--- src/rtl/fdcd_pkg.sv ---
// Package for the flat and duplicate channel detector.
// Holds sizes, codes, payload structs and the cell control struct.
// No dependencies.
`default_nettype none

package fdcd_pkg;

  // Sizing
  localparam int unsigned CHANNELS    = 8;
  localparam int unsigned SAMPLE_BITS = 16;
  localparam int unsigned COUNT_BITS  = 16;
  localparam int unsigned NPAIRS      = (CHANNELS * (CHANNELS - 1)) / 2;

  // Configuration port
  localparam int unsigned MASK_BITS     = 8;
  localparam int unsigned CFG_DATA_BITS = 16;
  localparam int unsigned CFG_IDX_BITS  = 2;

  // Common widths for unsigned compares
  localparam int unsigned CMP_BITS  = (COUNT_BITS > CFG_DATA_BITS) ? COUNT_BITS : CFG_DATA_BITS;
  localparam int unsigned DIFF_BITS = SAMPLE_BITS + 1;
  localparam int unsigned DCMP_BITS = (DIFF_BITS > CFG_DATA_BITS) ? DIFF_BITS : CFG_DATA_BITS;

  typedef enum logic [1:0] {
    KIND_SAMPLE    = 2'd0,
    KIND_EPOCH_END = 2'd1,
    KIND_CLEAR     = 2'd2
  } kind_e;

  typedef enum logic [CFG_IDX_BITS-1:0] {
    CFG_NOISE_MARGIN      = 2'd0,
    CFG_DISCORD_THRESHOLD = 2'd1,
    CFG_INVALID_MASK      = 2'd2
  } cfg_idx_e;

  typedef logic [CFG_DATA_BITS-1:0] cfg_word_t;
  typedef logic [COUNT_BITS-1:0]    count_t;
  typedef logic [CMP_BITS-1:0]      cmp_t;
  typedef logic [DCMP_BITS-1:0]     dcmp_t;

  typedef struct packed {
    logic [1:0]                    kind;
    logic [2:0]                    channel;
    logic signed [SAMPLE_BITS-1:0] sample;
  } in_t;

  typedef struct packed {
    logic [7:0] flat_mask;
    logic [7:0] dupe_mask;
    logic [3:0] flat_count;
    logic [4:0] dupe_pairs;
    logic       all_distinct;
  } out_t;

  // Control for one discord counter cell
  typedef struct packed {
    logic hit;        // cell addressed by this sample and eligible
    logic disc;       // the compared samples differ by more than the margin
    logic clr_epoch;  // end of epoch: clear count
    logic clr_all;    // new recording: clear count and mark
  } cell_ctl_t;

endpackage

`default_nettype wire

--- src/rtl/fdcd_sample_bank.sv ---
// Latest sample and seen flag per channel, plus the discord compare of an
// incoming sample against every stored sample.
// Depends on fdcd_pkg.
`default_nettype none

module fdcd_sample_bank (
  input  wire logic                                   clk_i,
  input  wire logic                                   rst_ni,
  input  wire logic [fdcd_pkg::CHANNELS-1:0]          we_i,
  input  wire logic signed [fdcd_pkg::SAMPLE_BITS-1:0] sample_i,
  input  wire fdcd_pkg::cfg_word_t                    margin_i,
  input  wire logic                                   clr_epoch_i,
  input  wire logic                                   clr_all_i,
  output      logic [fdcd_pkg::CHANNELS-1:0]          disc_o,
  output      logic [fdcd_pkg::CHANNELS-1:0]          seen_o
);

  logic signed [fdcd_pkg::SAMPLE_BITS-1:0] latest_q [fdcd_pkg::CHANNELS];
  logic [fdcd_pkg::CHANNELS-1:0]           seen_q, seen_d;

  // Seen flags: cleared at epoch end and on clear, set on write
  always_comb begin
    if (clr_epoch_i || clr_all_i) begin
      seen_d = '0;
    end else begin
      seen_d = seen_q | we_i;
    end
  end

  always_ff @(posedge clk_i or negedge rst_ni) begin
    if (!rst_ni) begin
      seen_q <= '0;
    end else begin
      seen_q <= seen_d;
    end
  end

  assign seen_o = seen_q;

  for (genvar c = 0; c < fdcd_pkg::CHANNELS; c++) begin : g_chan
    logic signed [fdcd_pkg::DIFF_BITS-1:0] diff;
    logic [fdcd_pkg::DIFF_BITS-1:0]        mag;

    always_ff @(posedge clk_i or negedge rst_ni) begin
      if (!rst_ni) begin
        latest_q[c] <= '0;
      end else if (clr_all_i) begin
        latest_q[c] <= '0;
      end else if (we_i[c]) begin
        latest_q[c] <= sample_i;
      end
    end

    // |sample - latest| > margin
    always_comb begin
      diff = {sample_i[fdcd_pkg::SAMPLE_BITS-1], sample_i}
           - {latest_q[c][fdcd_pkg::SAMPLE_BITS-1], latest_q[c]};
      mag  = diff[fdcd_pkg::DIFF_BITS-1] ? fdcd_pkg::DIFF_BITS'(-diff)
                                          : fdcd_pkg::DIFF_BITS'(diff);
      disc_o[c] = fdcd_pkg::dcmp_t'(mag) > fdcd_pkg::dcmp_t'(margin_i);
    end
  end

endmodule

`default_nettype wire

--- src/rtl/fdcd_discord_cell.sv ---
// One saturating discord counter with its sticky mark; used per channel
// (variability) and per channel pair (divergence).
// Depends on fdcd_pkg.
`default_nettype none

module fdcd_discord_cell (
  input  wire logic                clk_i,
  input  wire logic                rst_ni,
  input  wire fdcd_pkg::cell_ctl_t ctl_i,
  input  wire fdcd_pkg::cfg_word_t threshold_i,
  output      logic                mark_d_o
);

  fdcd_pkg::count_t cnt_q, cnt_d, cnt_inc;
  logic             mark_q, mark_d;
  logic             bump;

  // Count only while unmarked; the mark is checked on a discordant sample
  always_comb begin
    bump    = ctl_i.hit && ctl_i.disc && !mark_q;
    cnt_inc = (cnt_q == '1) ? cnt_q : cnt_q + fdcd_pkg::count_t'(1);
    cnt_d   = cnt_q;
    mark_d  = mark_q;
    if (ctl_i.clr_all) begin
      cnt_d  = '0;
      mark_d = 1'b0;
    end else if (ctl_i.clr_epoch) begin
      cnt_d  = '0;
    end else if (bump) begin
      cnt_d  = cnt_inc;
      mark_d = fdcd_pkg::cmp_t'(cnt_inc) >= fdcd_pkg::cmp_t'(threshold_i);
    end
  end

  always_ff @(posedge clk_i or negedge rst_ni) begin
    if (!rst_ni) begin
      cnt_q  <= '0;
      mark_q <= 1'b0;
    end else begin
      cnt_q  <= cnt_d;
      mark_q <= mark_d;
    end
  end

  assign mark_d_o = mark_d;

endmodule

`default_nettype wire

--- src/rtl/fdcd_summary.sv ---
// Builds the result from the updated marks and the channel valid mask.
// Depends on fdcd_pkg.
`default_nettype none

module fdcd_summary (
  input  wire logic [fdcd_pkg::CHANNELS-1:0] chan_valid_i,
  input  wire logic [fdcd_pkg::CHANNELS-1:0] var_marks_i,
  input  wire logic [fdcd_pkg::NPAIRS-1:0]   div_marks_i,
  output      fdcd_pkg::out_t                result_o
);

  localparam int unsigned NFLAT_BITS = $clog2(fdcd_pkg::CHANNELS + 1);
  localparam int unsigned NPAIR_BITS = $clog2(fdcd_pkg::NPAIRS + 1);

  logic [fdcd_pkg::CHANNELS-1:0] flat;
  logic [fdcd_pkg::CHANNELS-1:0] dupe;
  logic [fdcd_pkg::NPAIRS-1:0]   live_pair;
  logic [NFLAT_BITS-1:0]         nflat;
  logic [NPAIR_BITS-1:0]         npairs;

  // Live pairs: both ends valid and not divergent
  for (genvar hi = 1; hi < fdcd_pkg::CHANNELS; hi++) begin : g_hi
    for (genvar lo = 0; lo < hi; lo++) begin : g_lo
      localparam int unsigned P = (hi * (hi - 1)) / 2 + lo;
      assign live_pair[P] = chan_valid_i[lo] && chan_valid_i[hi] && !div_marks_i[P];
    end
  end

  // Channel membership in some live pair
  for (genvar c = 0; c < fdcd_pkg::CHANNELS; c++) begin : g_mem
    logic [fdcd_pkg::NPAIRS-1:0] touch;
    for (genvar hi = 1; hi < fdcd_pkg::CHANNELS; hi++) begin : g_hi
      for (genvar lo = 0; lo < hi; lo++) begin : g_lo
        localparam int unsigned P = (hi * (hi - 1)) / 2 + lo;
        assign touch[P] = (lo == c) || (hi == c);
      end
    end
    assign dupe[c] = |(touch & live_pair);
  end

  assign flat   = chan_valid_i & ~var_marks_i;
  assign nflat  = NFLAT_BITS'($countones(flat));
  assign npairs = NPAIR_BITS'($countones(live_pair));

  always_comb begin
    result_o              = '0;
    result_o.flat_mask    = 8'(flat);
    result_o.dupe_mask    = 8'(dupe);
    result_o.flat_count   = 4'(nflat);
    result_o.dupe_pairs   = 5'(npairs);
    result_o.all_distinct = (nflat == '0) && (npairs == '0);
  end

endmodule

`default_nettype wire

--- src/rtl/flat_and_duplicate_channel_detector_core.sv ---
// Flat and duplicate channel detector, top level.
// Depends on fdcd_pkg, fdcd_sample_bank, fdcd_discord_cell, fdcd_summary.
//
// Takes one transaction per clock while the output is not stalled, and
// returns one result per transaction. An accepted transaction is held in
// the input register, and its result is then loaded into the output
// register, where it is offered until taken. An input
// register feeds a single compute stage (one magnitude compare per channel,
// one saturating counter per channel and per channel pair, then the mask
// and count summary) that loads the output register; the output register
// lets a new transaction enter while a finished result waits. Configuration
// writes take effect on the next cycle and should be made while idle.
`default_nettype none

module flat_and_duplicate_channel_detector_core (
  input  wire logic                                  clk_i,
  input  wire logic                                  rst_ni,
  // input channel
  input  wire logic                                  in_valid_i,
  output      logic                                  in_ready_o,
  input  wire fdcd_pkg::in_t                         in_item_i,
  // result channel
  output      logic                                  out_valid_o,
  input  wire logic                                  out_ready_i,
  output      fdcd_pkg::out_t                        out_item_o,
  // configuration
  input  wire logic                                  cfg_we_i,
  input  wire logic [fdcd_pkg::CFG_IDX_BITS-1:0]     cfg_idx_i,
  input  wire fdcd_pkg::cfg_word_t                   cfg_wdata_i
);

  // Configuration registers
  fdcd_pkg::cfg_word_t              margin_q, threshold_q;
  logic [fdcd_pkg::MASK_BITS-1:0]   inv_mask_q;

  always_ff @(posedge clk_i or negedge rst_ni) begin
    if (!rst_ni) begin
      margin_q    <= '0;
      threshold_q <= fdcd_pkg::cfg_word_t'(1);
      inv_mask_q  <= '0;
    end else if (cfg_we_i) begin
      case (fdcd_pkg::cfg_idx_e'(cfg_idx_i))
        fdcd_pkg::CFG_NOISE_MARGIN:      margin_q    <= cfg_wdata_i;
        fdcd_pkg::CFG_DISCORD_THRESHOLD: threshold_q <= cfg_wdata_i;
        fdcd_pkg::CFG_INVALID_MASK:      inv_mask_q  <= cfg_wdata_i[fdcd_pkg::MASK_BITS-1:0];
        default: ;
      endcase
    end
  end

  // Input register and handshake
  logic          s1_valid_q;
  fdcd_pkg::in_t s1_item_q;
  logic          advance;
  logic          out_valid_q;

  assign advance    = s1_valid_q && (!out_valid_q || out_ready_i);
  assign in_ready_o = !s1_valid_q || advance;

  always_ff @(posedge clk_i or negedge rst_ni) begin
    if (!rst_ni) begin
      s1_valid_q <= 1'b0;
    end else if (in_ready_o) begin
      s1_valid_q <= in_valid_i;
    end
  end

  always_ff @(posedge clk_i) begin
    if (in_valid_i && in_ready_o) begin
      s1_item_q <= in_item_i;
    end
  end

  // Transaction decode
  logic is_sample, clr_epoch, clr_all;

  always_comb begin
    is_sample = 1'b0;
    clr_epoch = 1'b0;
    clr_all   = 1'b0;
    case (fdcd_pkg::kind_e'(s1_item_q.kind))
      fdcd_pkg::KIND_SAMPLE:    is_sample = advance;
      fdcd_pkg::KIND_EPOCH_END: clr_epoch = advance;
      fdcd_pkg::KIND_CLEAR:     clr_all   = advance;
      default: ;
    endcase
  end

  // Channel validity and sample addressing
  logic [fdcd_pkg::CHANNELS-1:0] chan_valid, ch_hit, disc, seen;

  for (genvar c = 0; c < fdcd_pkg::CHANNELS; c++) begin : g_valid
    if (c < fdcd_pkg::MASK_BITS) begin : g_masked
      assign chan_valid[c] = !inv_mask_q[c];
    end else begin : g_always
      assign chan_valid[c] = 1'b1;
    end
    assign ch_hit[c] = is_sample && (int'(s1_item_q.channel) == c) && chan_valid[c];
  end

  fdcd_sample_bank u_bank (
    .clk_i       (clk_i),
    .rst_ni      (rst_ni),
    .we_i        (ch_hit),
    .sample_i    (s1_item_q.sample),
    .margin_i    (margin_q),
    .clr_epoch_i (clr_epoch),
    .clr_all_i   (clr_all),
    .disc_o      (disc),
    .seen_o      (seen)
  );

  // Per-channel variability cells
  logic [fdcd_pkg::CHANNELS-1:0] var_d;

  for (genvar c = 0; c < fdcd_pkg::CHANNELS; c++) begin : g_flat
    fdcd_pkg::cell_ctl_t ctl;
    assign ctl.hit       = ch_hit[c] && seen[c];
    assign ctl.disc      = disc[c];
    assign ctl.clr_epoch = clr_epoch;
    assign ctl.clr_all   = clr_all;

    fdcd_discord_cell u_cell (
      .clk_i       (clk_i),
      .rst_ni      (rst_ni),
      .ctl_i       (ctl),
      .threshold_i (threshold_q),
      .mark_d_o    (var_d[c])
    );
  end

  // Per-pair divergence cells; the new sample is on the higher channel
  logic [fdcd_pkg::NPAIRS-1:0] div_d;

  for (genvar hi = 1; hi < fdcd_pkg::CHANNELS; hi++) begin : g_hi
    for (genvar lo = 0; lo < hi; lo++) begin : g_lo
      localparam int unsigned P = (hi * (hi - 1)) / 2 + lo;
      fdcd_pkg::cell_ctl_t ctl;
      assign ctl.hit       = ch_hit[hi] && chan_valid[lo] && seen[lo];
      assign ctl.disc      = disc[lo];
      assign ctl.clr_epoch = clr_epoch;
      assign ctl.clr_all   = clr_all;

      fdcd_discord_cell u_cell (
        .clk_i       (clk_i),
        .rst_ni      (rst_ni),
        .ctl_i       (ctl),
        .threshold_i (threshold_q),
        .mark_d_o    (div_d[P])
      );
    end
  end

  // Result summary and output register
  fdcd_pkg::out_t result;

  fdcd_summary u_sum (
    .chan_valid_i (chan_valid),
    .var_marks_i  (var_d),
    .div_marks_i  (div_d),
    .result_o     (result)
  );

  fdcd_pkg::out_t out_item_q;

  always_ff @(posedge clk_i or negedge rst_ni) begin
    if (!rst_ni) begin
      out_valid_q <= 1'b0;
    end else if (advance) begin
      out_valid_q <= 1'b1;
    end else if (out_ready_i) begin
      out_valid_q <= 1'b0;
    end
  end

  always_ff @(posedge clk_i) begin
    if (advance) begin
      out_item_q <= result;
    end
  end

  assign out_valid_o = out_valid_q;
  assign out_item_o  = out_item_q;

endmodule

`default_nettype wire

--- config.mk ---
export PLATFORM = sky130hd
export DESIGN_NAME = flat_and_duplicate_channel_detector_core
export DESIGN_NICKNAME = d
export VERILOG_FILES = /design/src/rtl/fdcd_pkg.sv /design/src/rtl/fdcd_sample_bank.sv /design/src/rtl/fdcd_discord_cell.sv /design/src/rtl/fdcd_summary.sv /design/src/rtl/flat_and_duplicate_channel_detector_core.sv
export SDC_FILE = /design/constraint.sdc
export NUM_CORES = 2
export LEC_CHECK = 0
export ABC_AREA = 1
export BUFFER_PORTS_ARGS = -buffer_cell sky130_fd_sc_hd__buf_4
export CAP_MARGIN = 10
export CELL_PAD_IN_SITES_DETAIL_PLACEMENT = 1
export CELL_PAD_IN_SITES_GLOBAL_PLACEMENT = 2
export CORE_MARGIN = 8
export CORE_UTILIZATION = 41
export DETAILED_ROUTE_END_ITERATION = 8
export HOLD_SLACK_MARGIN = 0.06
export PLACE_DENSITY_LB_ADDON = 0.1
export SYNTH_ARGS = -nofsm -noshare
export SYNTH_HDL_FRONTEND = slang
export SYNTH_HIERARCHICAL = 1
export SYNTH_SLANG_ARGS = --single-unit
--- constraint.sdc ---
create_clock -name clk_i -period 16 [get_ports clk_i]
set_input_delay 0.8 -clock clk_i [delete_from_list [all_inputs] [get_ports clk_i]]
set_output_delay 0.8 -clock clk_i [all_outputs]
set_load 0.005 [all_outputs]
==> flow_summary.ini <==
[outcome]
outcome = finished, final reports clean

[routing]
drcViolationCount = 0
detail_route_antenna_nets = 0
routed_wl_um = 299000
first_iter_violations = 3840
wl_per_instance_um = 19.7
detail_route.first_pass.iterations = 5
routed-via-count = 78300
post_drt_via_cell_ratio = 5.16

[yosys]
syn-cell-area_um2 = 85800
simple_gate_fraction_of_synth_area_pct = 34.6
dominant_combinational_cell_family_by_area_after_synthesis = simple AND/OR/NAND/NOR gates
synth-adder-area-share_pct = 13.9
syn_area_per_cell_um2 = 7.07
yosysWarningCount = 6
postSynthNetCount = 13100
yosys.area_share.xor_xnor_pct = 4.25
synth_area_in_compound_gates_pct = 10.4
synth-async-reset-ratio_pct = 94.4
ys.flop_type = sky130_fd_sc_hd__dfrtp_1
post_synth_mux_area_share_pct = 0
synthDistinctLibCells = 53
synth-edff-count = 47
synthesis.instances = 12100
synth_seq_area_share_pct = 24.7
ys_seq_elements = 837

[timing]
setup-violations-final = 0
worst_pin_slew_ns = 1.27
totalNegativeSetupSlack_ns = 0
fmax_mhz = 97.4
period_share_pct = 64.2
final-hold-violation-count = 0
layout_min_cycle_time_ns = 10.27
max_slew_margin_pct = 15.0
final-max-slew-violation-count = 0
clock-skew-final_ns = 0.0331
grt_setup_unrepaired = no

[cells_and_area]
final_net_count = 13200
drive_gt1_share_pct = 16.1
final_core_util_pct = 44.6
final_area_um2 = 93300
synthToLayoutAreaGrowth_pct = 8.67

[place]
gp_routability_congestion = 0.869
place.detailed.hpwl_um = 227000
port-buffer-count = 71
dpl_cell_area_um2 = 89200

[grt]
grt_pass1_vias = 83200
grt_use_total_pct = 26.3
antenna_found_initial = 7
gr-total-overflow = 0
wire_length_of_the_first_global_routing_pass_um = 472000
grt_start_max_net_pins = 131

[worst_hold_path]
whs_path_depth = 1
hold_class = primary input to flop
hold_path_end = s1_item_q[20]$_DFFE_PP_
min_from = in_item_i[20]

[setup_path]
worstRegToRegCells = 49
timing.critical_path.from_type = flop
critical_path_required_ns = 16.66
crit_path_max_fanout = 8
cpMaxStageDelayCell = sky130_fd_sc_hd__fa_1
slowest_delay_ns = 0.54
setup.reg_to_reg.worst_slack_ns = 5.73
regToRegStartpoint = s1_item_q[0]$_DFFE_PP_
worstReg2RegEnd = out_item_o[0]$_DFFE_PP_
cp_common_cell = sky130_fd_sc_hd__fa_1
timing.setup.critical_path_class = flop to flop
critPathCaptureType = flop
critPathTopFamily = adder cells
cp.buffers_inverters = 9
cp.arrival_ns = 10.93

[die]
die_h_um = 474
initial_utilization_pct = 41.1
overall_die_width_um = 474
core_region_area_um2 = 209000
row_count = 168
die_area_um2 = 224000
floorplan.io_pins = 72

[clock_tree]
ctsRootBufferMaster = sky130_fd_sc_hd__clkbuf_16
max_root_sink_buffers = 3
clock-sinks = 837
clock_edge_transition_at_the_registers_on_the_reported_setup_and_hold_paths_ns = 0.06
worst_skew_pair.late_latency_ns = 0.80
clock_tree.htree_level_count = 3
cts_tree = yes
cts_setup_buffers = 0
number_of_buffers_created_by_cts = 114

[power_and_ir_drop]
power.density_nw_per_um2 = 89.8
total_leakage_power_nw = 48.8
max-vdd-ir-drop_mv = 0.176

[flow_run]
max_cap_violations = 0
final cells by class:
type                            count  area [um^2]
Fill cell                       26800       116000
Multi-Input combinational cell   8741        54200
Sequential cell                   837        21200
Inverter                         2415         9070
Tap cell                         2805         3510
Clock buffer                      167         3420
Timing Repair Buffer              156         1210
Clock inverter                     46          644
Antenna cell                        2         5.00
what timing repair did:
item                       in CTS  in global routing
resized for setup               0                  0
setup endpoints to repair       0                  0
hold buffers                    1                  0
hold endpoints to repair       14                  0
synthesized netlist by cell type (all sizes together), types with 19 or more instances:
| cell | number | area share, % |
|---|---|---|
| nand2 | 3790 | 20 |
| buf | 128 | 1.6 |
| nand3 | 456 | 2.8 |
| nor3 | 394 | 3.4 |
| inv | 2414 | 11 |
| nand4 | 188 | 2.0 |
| o21a | 41 | 0.36 |
| xnor2 | 22 | 0.22 |
| nor2 | 1008 | 5.5 |
| fa | 33 | 0.77 |
| ha | 898 | 13 |
| nor4 | 38 | 0.28 |
| dfrtp | 789 | 23 |
| a22o | 36 | 0.37 |
| o21ai | 835 | 6.3 |
| a21oi | 439 | 2.6 |
| clkbuf | 19 | 0.083 |
| o22ai | 72 | 0.52 |
| edfxtp | 47 | 1.6 |
| nand3b | 57 | 0.50 |
| xor2 | 394 | 4.0 |
kinds of logic (layout without fill, tap and decap cells):
kind of cell               count (synthesis)  in the layout
adders and majority gates                931            931
and+or+nand+nor                         5947           5947
DFF                                      837            837
buffers and inverters                   2562           2784
AOI/OAI and AO/OA                       1447           1447
other                                      0              2
xor gates and xnor gates                 416            416
where the power goes:
part | internal, mW | total (mW) | switching (mW) | leakage, nW
Combinational | 1.03 | 3.14 | 2.11 | 35.4
Clock | 1.70 | 2.82 | 1.12 | 2.00
Sequential | 2.27 | 2.41 | 0.144 | 11.4
through the flow:
step                worst slack, ns  std cells  hold slack (ns)  power, mW
floorplan                      5.48      12100            0.453       4.43
global placement               5.90      15000            0.466       5.45
detailed placement             5.73      15000            0.474       5.60
CTS                            5.72      15200            0.134       8.49
global route                   5.03      15200            0.144       8.96
finish                         5.73      15200            0.193       8.37
state kept, by name, summed over array words and instances (netlist names):
register,count
g_flat.u_cell/cnt_q,128
g_flat.u_cell/mark_q,8
g_hi.g_lo.u_cell/cnt_q,448
g_hi.g_lo.u_cell/mark_q,28
inv_mask_q,8
margin_q,16
out_item_o,26
out_valid_o,1
s1_item_q,21
s1_valid_q,1
threshold_q,16
u_bank/latest_q,128
u_bank/seen_o,8
worst max-delay path by stage:
stage,startpoint,end,cells past startpoint
6_report,s1_item_q[0]$_DFFE_PP_,out_item_o[0]$_DFFE_PP_,49
5_1_grt,s1_item_q[0]$_DFFE_PP_,out_item_o[0]$_DFFE_PP_,49
4_1_cts,s1_item_q[0]$_DFFE_PP_,out_item_o[0]$_DFFE_PP_,49
3_5_place_dp,s1_item_q[0]$_DFFE_PP_,out_item_o[0]$_DFFE_PP_,49
3_3_place_gp,s1_item_q[0]$_DFFE_PP_,out_item_o[0]$_DFFE_PP_,48
2_1_floorplan,out_ready_i,out_item_o[0]$_DFFE_PP_,28
layout by cell type, fill, tap and decap left out, types with 152 or more instances in the layout:
cell type,count
sky130_fd_sc_hd__ha_1,898
sky130_fd_sc_hd__o21ai_0,357
sky130_fd_sc_hd__nor3_1,246
sky130_fd_sc_hd__inv_1,2148
sky130_fd_sc_hd__nand2_1,3099
sky130_fd_sc_hd__inv_2,265
sky130_fd_sc_hd__nand3_1,441
sky130_fd_sc_hd__nor2_1,870
sky130_fd_sc_hd__a21oi_1,434
sky130_fd_sc_hd__nand2_2,432
sky130_fd_sc_hd__dfrtp_1,774
sky130_fd_sc_hd__nand4_1,152
sky130_fd_sc_hd__xor2_1,393
sky130_fd_sc_hd__nand2_4,259
sky130_fd_sc_hd__o21ai_2,327
worst reg2reg max path, delay by kind of cell (launching register included):
kind	cells	cell delay, ns
fa+ha+maj	14	5.73
simple gates	19	1.97
buf+inv	9	1.03
compound gates	5	0.81
flops	1	0.36
xor+xnor	2	0.25
layer usage:
layer | wire [um] | vias to the layer above | GRT usage [%]
met5 | 0 | - | 0
met1 | 138000 | 38400 | 34.5
met3 | 8870 | 410 | 2.68
met2 | 141000 | 972 | 45.2
li1 | - | 38500 | -
met4 | 11100 | 0 | 8.69
Power figures use the tool's default switching activity.
